[config.mk]
export PLATFORM = sky130hd
export DESIGN_NAME = srtd_front
export DESIGN_NICKNAME = d
export VERILOG_FILES = /design/src/design/srt_radix16_divider_64by32_assert.svh /design/src/design/srtd_pkg.sv /design/src/design/srtd_front.sv
export SDC_FILE = /design/constraint.sdc
export NUM_CORES = 1
export LEC_CHECK = 0
export BUFFER_PORTS_ARGS = -buffer_cell sky130_fd_sc_hd__buf_2
export CAP_MARGIN = 20
export CORE_AREA = 2 2 292 294
export CTS_CLUSTER_DIAMETER = 100
export DETAILED_ROUTE_END_ITERATION = 8
export DIE_AREA = 0 0 294 296
export PLACE_DENSITY_LB_ADDON = 0.12
export SLEW_MARGIN = 10
export SYNTH_ARGS = -nofsm -noshare
export SYNTH_HDL_FRONTEND = slang
export SYNTH_SLANG_ARGS = --single-unit
[constraint.sdc]
create_clock -name clk -period 28.9 [get_ports clk]
set_input_delay 2.89 -clock clk [delete_from_list [all_inputs] [get_ports clk]]
set_output_delay 2.89 -clock clk [all_outputs]
set_load 0.02 [all_outputs]
[src/design/srt_radix16_divider_64by32_assert.svh]
// ----------------------------------------------------------------------------
// srt_radix16_divider_64by32 assertion macros
// Shared concurrent assertion forms for the divider modules.
// ----------------------------------------------------------------------------
`ifndef SRT_RADIX16_DIVIDER_64BY32_ASSERT_SVH
`define SRT_RADIX16_DIVIDER_64BY32_ASSERT_SVH

// Same-cycle implication, checked outside reset.
`define SRTD_ASSERT_NOW(lbl, ante, cons, msg) \
  lbl: assert property (@(posedge clk) disable iff (rst) (ante) |-> (cons)) \
    else $error(msg);

// Next-cycle implication, checked outside reset.
`define SRTD_ASSERT_NEXT(lbl, ante, cons, msg) \
  lbl: assert property (@(posedge clk) disable iff (rst) (ante) |=> (cons)) \
    else $error(msg);

`endif

[src/design/srtd_pkg.sv]
// ----------------------------------------------------------------------------
// srtd_pkg
// Types and constants shared by the radix-16 divider modules.
// ----------------------------------------------------------------------------
package srtd_pkg;

  localparam int unsigned DivndW = 64;
  localparam int unsigned DivsrW = 32;
  localparam int unsigned DigitW = 4;
  localparam int unsigned Radix  = 16;
  localparam int unsigned Digits = DivndW / DigitW;
  localparam int unsigned PartW  = DivsrW + DigitW;

  typedef logic [PartW-1:0] multiple_t;

  // One classified operation, as it travels from front to back.
  typedef struct packed {
    logic [DivndW-1:0]           a_mag;
    multiple_t [Radix-1:0]       mult;
    logic                        neg_a;
    logic                        neg_d;
    logic                        sgn;
    logic                        dz;
  } op_t;

  // One digit-pipeline stage.
  typedef struct packed {
    logic [DivndW-1:0] a_rest;
    logic [DivndW-1:0] q_mag;
    logic [DivsrW-1:0] r_mag;
    op_t               op;
  } stage_t;

endpackage

[src/design/srtd_front.sv]
// ----------------------------------------------------------------------------
// srtd_front
// Takes an item, forms operand magnitudes, signs and the divisor multiples.
// ----------------------------------------------------------------------------
module srtd_front (
  input  logic                      clk,
  input  logic                      rst,
  input  logic                      signed_mode,
  input  logic                      in_valid,
  output logic                      in_stall,
  input  logic [srtd_pkg::DivndW-1:0] dividend,
  input  logic [srtd_pkg::DivsrW-1:0] divisor,
  output logic                      op_valid,
  input  logic                      op_ready,
  output srtd_pkg::op_t             op
);

  logic          fr_valid;
  srtd_pkg::op_t fr_op;
  srtd_pkg::op_t op_next;
  logic [srtd_pkg::DivsrW-1:0] d_mag;
  logic          load;

  assign in_stall = fr_valid && !op_ready;
  assign load     = in_valid && !in_stall;
  assign op_valid = fr_valid;
  assign op       = fr_op;

  always_comb begin
    op_next.sgn   = signed_mode;
    op_next.neg_a = signed_mode && dividend[srtd_pkg::DivndW-1];
    op_next.neg_d = signed_mode && divisor[srtd_pkg::DivsrW-1];
    // most negative values wrap onto their exact magnitude
    op_next.a_mag = op_next.neg_a ? (~dividend + 1'b1) : dividend;
    d_mag         = op_next.neg_d ? (~divisor + 1'b1) : divisor;
    op_next.dz    = (d_mag == '0);
    for (int k = 0; k < srtd_pkg::Radix; k++) begin
      op_next.mult[k] = srtd_pkg::PartW'(d_mag) * srtd_pkg::PartW'(k);
    end
  end

  always_ff @(posedge clk) begin
    if (rst) begin
      fr_valid <= 1'b0;
    end else if (!in_stall) begin
      fr_valid <= in_valid;
    end
    if (load) begin
      fr_op <= op_next;
    end
  end

endmodule

==> impl_metrics.yaml <==
floorplanning:
  die_width_um: 294
  dieArea_sq_um: 87000
  core_sq_um: 84200
  pin_count: 747
  die_h_um: 296
  core.rowCount: 107
  start_util_pct: 34.9
clocking:
  worstSkewPairLatency_ns: 0.59
  cts_tree: "done"
  cts_setup_buffers: 0
  cts_max_level: 2
  cts_buffers: 44
  path_clk_slew_ns: 0.06
  postCtsResizedCells: 0
  ctsHoldBuffers: 0
  clock_sinks: 332
  cts_max_path_buffers: 3
  cts_root_buffer: "clkbuf_16"
critical_path:
  rrSetupSlack_ns: 26.22
  cp_max_fo: 9
  worstSetupEndpointType: "flop"
  critPathLaunch: "divisor[0]"
  worstSetupPathType: "input port to flop"
  crit_arrival_ns: 9.88
  r2r-end: "op[617]"
  r2r_cells: 4
  cp.required_ns: 29.23
  r2r-start: "op_valid"
  cp-start-kind: "input port"
sta:
  finalCritPeriodShare_pct: 33.1
  maxSlewHeadroom_pct: 26.4
  fmax_ghz: 0.105
  final_max_slew_viol_count: 0
  finalSetupViolCount: 0
  final-hold-violation-count: 0
  fin_tns_setup_ns: 0
  fin_worst_skew_ns: 0.0202
  rsz0062_at_grt: "no"
  worst_slew_pin_slew_ns: 1.10
  fin_crit_ns: 9.55
  setup_ws_ns: 19.35
  whs_ns: 0.642
hold_path:
  whs_endpoint: "op_valid"
  holdCritPathClass: "flop to flop"
  hp-start: "op_valid"
  worstHoldPathCells: 3
power:
  peakVddDrop_v: 0.0000486
  p_per_area_nw_per_um2: 97.1
  p_leak_nw: 15.8
logic_synthesis:
  synth_cells: 2897
  synth_top_area_cell: "edfxtp_1"
  synth-main-ff-cell: "edfxtp_1"
  synth_edf_count: 331
  synth_warnings: 0
  synthArstFlopShare_pct: 0
  syn_area_per_cell_sq_um: 10.2
  yosysTopAreaCellShare_pct: 33.8
  ys_types: 77
  synth_area_sq_um: 29400
  synth.area.top_cells: "edfxtp_1 (34%), ha_1 (13%), fa_1 (9.0%), buf_4 (8.0%), xnor2_1 (6.0%)"
  ys_ff_latch: 332
  ys_seq_area_share_pct: 33.8
finish:
  layout-drive-gt1-share_pct: 24.4
  final_cell_mix: "buf_2 (684), inv_1 (339), edfxtp_1 (331), ha_1 (302), a21oi_1 (200)"
  area_growth_pct: 15.0
  fin_nets: 3915
  layout_commonest_cell: "buf_2"
  stdcell_count: 4510
routing:
  drt_iter0_markers: 1090
  drc_errors: 0
  viasPerCell: 4.85
  wl_um: 91200
  wire_per_inst_um: 20.2
  ant_nets: 0
  first_pass_iters: 5
  vias: 21896
placement:
  port_buffers: 684
  dp_hpwl_um: 74100
  placedCellCount: 4424
  dpl_worst_slack_ns: 18.78
  gp_congestion: 0.860
global_route:
  grt_max_degree: 142
  grt_pass1_vias: 21237
  grt_usage_pct: 20.2
  antenna_found_initial: 21
  grt_pass1_wl_um: 132000
  gr-total-overflow: 0
job:
  maxCapViolations: 0
outcome:
  status: "finished, final reports clean"
[registers in the layout (all words and copies together) (netlist names)]
| register | cells |
|---|---|
| op | 331 |
| op_valid | 1 |
[how the worst max path moves through the flow]
stage / to / cells after the start
global route: op[434] / 23
detailed placement: op[434] / 23
finish: op[434] / 23
floorplan: op[0] / 2
global placement: op[434] / 23
CTS: op[434] / 23
[synth_stat cells, drive strengths merged (20+ instances only)]
| master | number |
|---|---|
| nor3 | 42 |
| nor2b | 22 |
| xor2 | 114 |
| clkbuf | 20 |
| o21a | 34 |
| nand3 | 40 |
| edfxtp | 331 |
| buf | 321 |
| fa | 132 |
| nand2b | 25 |
| nand4 | 20 |
| o21ai | 121 |
| a21oi | 200 |
| nor2 | 138 |
| a31oi | 32 |
| xnor2 | 202 |
| inv | 340 |
| nand2 | 118 |
| ha | 302 |
| a21o | 87 |
| o21bai | 33 |
[per-stage QoR]
step	area (sq um)	util, %	power [mW]
after global placement	32300	38.3	2.72
after detailed placement	32300	38.3	2.70
final	33800	40.2	3.28
after CTS	33800	40.2	3.32
after floorplan	29700	-	2.20
after global routing	33800	40.2	3.53
[per-layer routing]
layer / track usage (%) / vias to the layer above / wire (um) / share of wire (%)
met3: 4.17 / 120 / 5290 / 5.8
met5: 0 / - / 190 / 0.21
met4: 4.53 / 30 / 1790 / 2.0
met2: 33.2 / 562 / 42200 / 46
li1: - / 10691 / - / -
met1: 27.4 / 10493 / 41700 / 46
[cell type report]
| type | count | area (sq um) |
|---|---|---|
| fill | 8439 | 50400 |
| clock inverter | 35 | 432 |
| sequential | 332 | 9960 |
| clock buffer | 47 | 1110 |
| multi-input combinational | 1945 | 16000 |
| timing repair buffer | 717 | 3680 |
| inverter | 340 | 1280 |
| tap | 1090 | 1360 |
| antenna | 4 | 10.0 |
[power breakdown]
part           leakage (nW)  internal [mW]  switching [mW]
Sequential             3.21          0.764          0.0680
Combinational          11.8          0.677            1.18
Clock                 0.754          0.355           0.237
Total                  15.8           1.80            1.49
[worst max-delay path, cell delays in order]
cell and delay, ns:
buf_2 0.19, inv_1 0.09, ha_1 0.21, nor3b_1 0.54, nand2_1 0.16, o31ai_1 0.40
xor2_1 0.59, inv_1 0.38, ha_1 0.40, inv_1 0.06, fa_1 0.50, inv_1 0.05
ha_1 0.34, a21o_1 0.21, a21o_1 0.17, a221o_1 0.31, a2111oi_0 0.90, o41ai_1 0.36
a221o_1 0.45, a21oi_1 0.14, nor2b_1 0.08, o41a_1 0.32, xor2_1 0.15
[cells by family after synthesis]
family / Yosys count / share of synthesized area (%)
buffers and inverters: 681 / 12.7
AO/OA/AOI/OAI: 624 / 13.6
AND/OR/NAND/NOR: 508 / 8.47
adder cells (fa/ha/maj): 434 / 21.8
flip-flops: 332 / 33.8
XOR/XNOR: 316 / 9.48
other: 1 / 0.0127
multiplexers: 1 / 0.0340
No activity file was read; power rests on OpenSTA's default activity.
