[src/design/srt_radix16_divider_64by32_assert.svh]
// ----------------------------------------------------------------------------
// srt_radix16_divider_64by32 assertion macros
// Shared concurrent assertion forms for the divider modules.
// ----------------------------------------------------------------------------
`ifndef SRT_RADIX16_DIVIDER_64BY32_ASSERT_SVH
`define SRT_RADIX16_DIVIDER_64BY32_ASSERT_SVH

// Same-cycle implication, checked outside reset.
`define SRTD_ASSERT_NOW(lbl, ante, cons, msg) \
  lbl: assert property (@(posedge clk) disable iff (rst) (ante) |-> (cons)) \
    else $error(msg);

// Next-cycle implication, checked outside reset.
`define SRTD_ASSERT_NEXT(lbl, ante, cons, msg) \
  lbl: assert property (@(posedge clk) disable iff (rst) (ante) |=> (cons)) \
    else $error(msg);

`endif

[src/design/srtd_pkg.sv]
// ----------------------------------------------------------------------------
// srtd_pkg
// Types and constants shared by the radix-16 divider modules.
// ----------------------------------------------------------------------------
package srtd_pkg;

  localparam int unsigned DivndW = 64;
  localparam int unsigned DivsrW = 32;
  localparam int unsigned DigitW = 4;
  localparam int unsigned Radix  = 16;
  localparam int unsigned Digits = DivndW / DigitW;
  localparam int unsigned PartW  = DivsrW + DigitW;

  typedef logic [PartW-1:0] multiple_t;

  // One classified operation, as it travels from front to back.
  typedef struct packed {
    logic [DivndW-1:0]           a_mag;
    multiple_t [Radix-1:0]       mult;
    logic                        neg_a;
    logic                        neg_d;
    logic                        sgn;
    logic                        dz;
  } op_t;

  // One digit-pipeline stage.
  typedef struct packed {
    logic [DivndW-1:0] a_rest;
    logic [DivndW-1:0] q_mag;
    logic [DivsrW-1:0] r_mag;
    op_t               op;
  } stage_t;

endpackage

[src/design/srtd_queue.sv]
// ----------------------------------------------------------------------------
// srtd_queue
// Short register queue between the front and the digit pipeline.
// ----------------------------------------------------------------------------
`include "srt_radix16_divider_64by32_assert.svh"

module srtd_queue #(
  parameter int unsigned DEPTH = 4
) (
  input  logic          clk,
  input  logic          rst,
  input  logic          push_valid,
  output logic          push_ready,
  input  srtd_pkg::op_t push_data,
  output logic          pop_valid,
  input  logic          pop_ready,
  output srtd_pkg::op_t pop_data
);

  localparam int unsigned PtrW = (DEPTH > 1) ? $clog2(DEPTH) : 1;
  localparam int unsigned CntW = $clog2(DEPTH + 1);

  srtd_pkg::op_t       slots [DEPTH];
  logic [PtrW-1:0]     wr_ptr;
  logic [PtrW-1:0]     rd_ptr;
  logic [CntW-1:0]     count;
  logic                push;
  logic                pop;

  assign push_ready = (count != CntW'(DEPTH));
  assign pop_valid  = (count != '0);
  assign push       = push_valid && push_ready;
  assign pop        = pop_valid && pop_ready;
  assign pop_data   = slots[rd_ptr];

  always_ff @(posedge clk) begin
    if (rst) begin
      wr_ptr <= '0;
      rd_ptr <= '0;
      count  <= '0;
    end else begin
      if (push) begin
        wr_ptr <= (wr_ptr == PtrW'(DEPTH - 1)) ? '0 : wr_ptr + 1'b1;
      end
      if (pop) begin
        rd_ptr <= (rd_ptr == PtrW'(DEPTH - 1)) ? '0 : rd_ptr + 1'b1;
      end
      if (push && !pop) begin
        count <= count + 1'b1;
      end else if (pop && !push) begin
        count <= count - 1'b1;
      end
    end
    if (push) begin
      slots[wr_ptr] <= push_data;
    end
  end

  `SRTD_ASSERT_NOW(a_cnt_bound, 1'b1, count <= CntW'(DEPTH), "queue count past depth")
  `SRTD_ASSERT_NEXT(a_cnt_inc, push && !pop, count == $past(count) + 1'b1, "count not raised")
  `SRTD_ASSERT_NEXT(a_cnt_dec, pop && !push, count == $past(count) - 1'b1, "count not lowered")

endmodule

[config.mk]
export PLATFORM = sky130hd
export DESIGN_NAME = srtd_queue
export DESIGN_NICKNAME = d
export VERILOG_FILES = /design/src/design/srtd_pkg.sv /design/src/design/srtd_queue.sv
export VERILOG_INCLUDE_DIRS = /design/src /design/src/design
export SDC_FILE = /design/constraint.sdc
export NUM_CORES = 2
export LEC_CHECK = 0
export BUFFER_PORTS_ARGS = -buffer_cell sky130_fd_sc_hd__buf_2
export CORE_AREA = 8 8 504 506
export DETAILED_ROUTE_END_ITERATION = 12
export DIE_AREA = 0 0 512 514
export GPL_TIMING_DRIVEN = 0
export HOLD_SLACK_MARGIN = 0.02
export PLACE_DENSITY_LB_ADDON = 0.1
export SYNTH_ARGS = -nofsm -noshare
export SYNTH_HDL_FRONTEND = slang
export SYNTH_SLANG_ARGS = --single-unit
[constraint.sdc]
create_clock -name clk -period 24.3 [get_ports clk]
set_clock_uncertainty 0.15 [all_clocks]
set_input_delay 1.215 -clock clk [delete_from_list [all_inputs] [get_ports clk]]
set_output_delay 1.215 -clock clk [all_outputs]
set_load 0.02 [all_outputs]
==> results.sh <==
export IMPL_synth_seq_cells=2585
export IMPL_place_inst=8000
export IMPL_postRouteAntennaNets=0
export IMPL_ys_warn_count=0
export IMPL_drt_wl_total_um=268000
export IMPL_power_density_nw_per_um2=110
export IMPL_p_leak_uw=0.0379
export IMPL_postCtsSetupRepairBufs=0
export IMPL_pin_count=1294
export IMPL_worstMarginPinSlew_ns=1.09
export IMPL_gp_congestion=0.751
export IMPL_initial_core_util_pct=37.8
export IMPL_period_needed_ns=5.16
export IMPL_regToRegSetupSlack_ns=20.94
export IMPL_first_iter_violations=3443
export IMPL_die_w_um=512
export IMPL_die_h_um=514
export IMPL_cp_max_fo=11
export IMPL_syn_area_um2=93100
export IMPL_setup_tns_final_ns=0
export IMPL_syn_area_per_cell_um2=27.3
export IMPL_port_buffers=1292
export IMPL_clk_latency_ns=0.86
export IMPL_synthToLayoutAreaGrowth_pct=22.8
export IMPL_grtUsageTotal_pct=19.8
export IMPL_cts_tree="built"
export IMPL_synthCells=3412
export IMPL_maxCapViolations=0
export IMPL_worstSetupPathType="register to output port"
export IMPL_grt_pass1_vias=46101
export IMPL_synthSimpleGateAreaFrac_pct=0.103
export IMPL_core_um2=247000
export IMPL_critical_path_required_ns=22.93
export IMPL_grt_pass1_wl_um=369000
export IMPL_synth_xor_area_share_pct=0.0188
export IMPL_synth_top_family_by_area="multiplexers"
export IMPL_dieArea_um2=263000
export IMPL_cts_hold_buffers=0
export IMPL_power_uw=12500
export IMPL_final_cells=8596
export IMPL_clock_fmax_mhz=194
export IMPL_grt_max_degree=54
export IMPL_numCtsBuffers=296
export IMPL_synth_edf_count=2576
export IMPL_max_slew_margin_rel_pct=27.5
export IMPL_end_kind="output port"
export IMPL_slew_viol_final=0
export IMPL_holdCritPathClass="register to register"
export IMPL_htree_num_levels=5
export IMPL_max_vdd_ir_drop_mv=0.0725
export IMPL_drt_pass1_iterations=5
export IMPL_rsz0062_at_grt="false"
export IMPL_placementRows=183
export IMPL_drcViolationCount=0
export IMPL_num_vias=43931
export IMPL_ys_seq_area_share_pct=83.3
export IMPL_wl_per_cell_um=31.1
export IMPL_critical_path_arrival_ns=3.80
export IMPL_cts_buffer_depth=4
export IMPL_status="finished clean"
export IMPL_yosysTopAreaCell="edfxtp_1"
export IMPL_cts_root_buf="clkbuf_16"
export IMPL_ctsResizeCount=0
export IMPL_synth_common_cells="2576 x edfxtp_1, 644 x mux4_2, 72 x buf_2, 36 x buf_1, 19 x buf_6"
export IMPL_synth_flop_cell="edfxtp_1"
export IMPL_clkTransAtPathRegs_ns=0.06
export IMPL_setup_viol=0
export IMPL_worst_setup_path_start_kind="register"
export IMPL_overflow=0
export IMPL_nNetsFinal=5716
export IMPL_ys_async_sr_fraction_pct=0
export IMPL_clock_sinks=2585
export IMPL_netlist_area_leader_share_pct=83.1
export IMPL_final_core_util_pct=46.4
export IMPL_timing_hold_violations_final=0
export IMPL_synth_area_leaders="edfxtp_1 83%, mux4_2 16%, buf_2 0.39%, buf_6 0.23%, dfxtp_1 0.19%"
export IMPL_yosysUniqueCellTypes=25
export IMPL_min_period_over_period_pct=21.3
export IMPL_drive_above_1_share_pct=46.8
export IMPL_dp_hpwl_um=190000
export IMPL_vias_per_cell=5.11
export IMPL_synthMuxAreaShare_pct=15.6
export IMPL_syn_nets=4067
export IMPL_synth_compound_area_share_pct=0.0322
export IMPL_grt_antenna_before_repair=289
export IMPL_yosysMostFrequentCell="edfxtp_1"
export IMPL_synthAdderAreaFrac_pct=0.102
export IMPL_num_fill_cells=20593
[cell families (layout without fill, tap and decap cells)]
family,Yosys count,in the layout
AOI/OAI and AO/OA,5,5
xor gates and xnor gates,2,2
adders and majority gates,7,7
buffers and inverters,149,1999
DFF,2585,2585
muxes,647,647
other,0,97
and+or+nand+nor,17,17
[area by class of cell]
| cell class | count | area (um2) | share of cell area [%] |
|---|---|---|---|
| Timing Repair Buffer | 1351 | 8080 | 7.06 |
| Buffer | 146 | 796 | 0.696 |
| Inverter | 3 | 11.3 | 0.00984 |
| Clock buffer | 362 | 7720 | 6.75 |
| Clock inverter | 137 | 1160 | 1.02 |
| Tap cell | 3237 | 4050 | 3.54 |
| Sequential cell | 2585 | 77500 | 67.8 |
| Multi-Input combinational cell | 678 | 14800 | 12.9 |
| Antenna cell | 97 | 243 | 0.212 |
[registers in the layout (all words and copies together), names as in the netlist, named ones only]
register	flops
count	3
rd_ptr	2
slots	2576
wr_ptr	2
[critical path, cell delays in order (launching register included)]
cell	delay, ns
dfxtp_1	0.30
buf_2	0.18
buf_2	0.50
clkbuf_1	0.86
buf_2	0.47
mux4_2	0.40
buf_2	0.21
[worst paths after layout]
path | cells past startpoint | end | startpoint
worst min register to register | 2 | rd_ptr[0] | rd_ptr[0]
worst min-delay path | 2 | rd_ptr[0] | rd_ptr[0]
worst max register to register | 7 | slots[0][526] | count[0]
worst max-delay path | 6 | pop_data[484] | register
[metrics by stage]
step	hold slack (ns)	cell area (um2)	setup slack [ns]
5_1_grt	0.280	114000	18.89
6_report	0.354	114000	19.14
3_3_place_gp	0.330	104000	-7.71
4_1_cts	0.242	114000	18.84
3_5_place_dp	0.348	105000	19.84
2_1_floorplan	0.313	93100	7.21
[where the power goes]
group          switching (uW)  leakage (uW)  total, uW  internal [uW]
combinational            1880       0.00985       2930           1050
clock                    1700       0.00434       4140           2430
sequential               79.6        0.0237       5470           5390
total                    3660        0.0379      12500           8880
[cells in the final DEF, fill, tap and decap left out, drive strengths merged, types with 2 or more instances in the layout]
cell type,n
xor2,2
or3,3
o31ai,2
bufinv,18
buf,1482
clkinvlp,3
clkinv,112
and3,4
nor2,3
diode,97
ha,6
a21oi,2
edfxtp,2576
dfxtp,9
clkbuf,377
mux2i,3
inv,7
nand2b,2
mux4,644
[per-layer routing]
layer / vias to the layer above / routed length, um / track usage [%]
li1: 18461 / - / -
met1: 22867 / 94300 / 22.1
met2: 1771 / 129000 / 32.6
met3: 678 / 33700 / 10.7
met4: 154 / 9280 / 6.54
met5: - / 972 / 0
(Power assumes the default switching activity.)
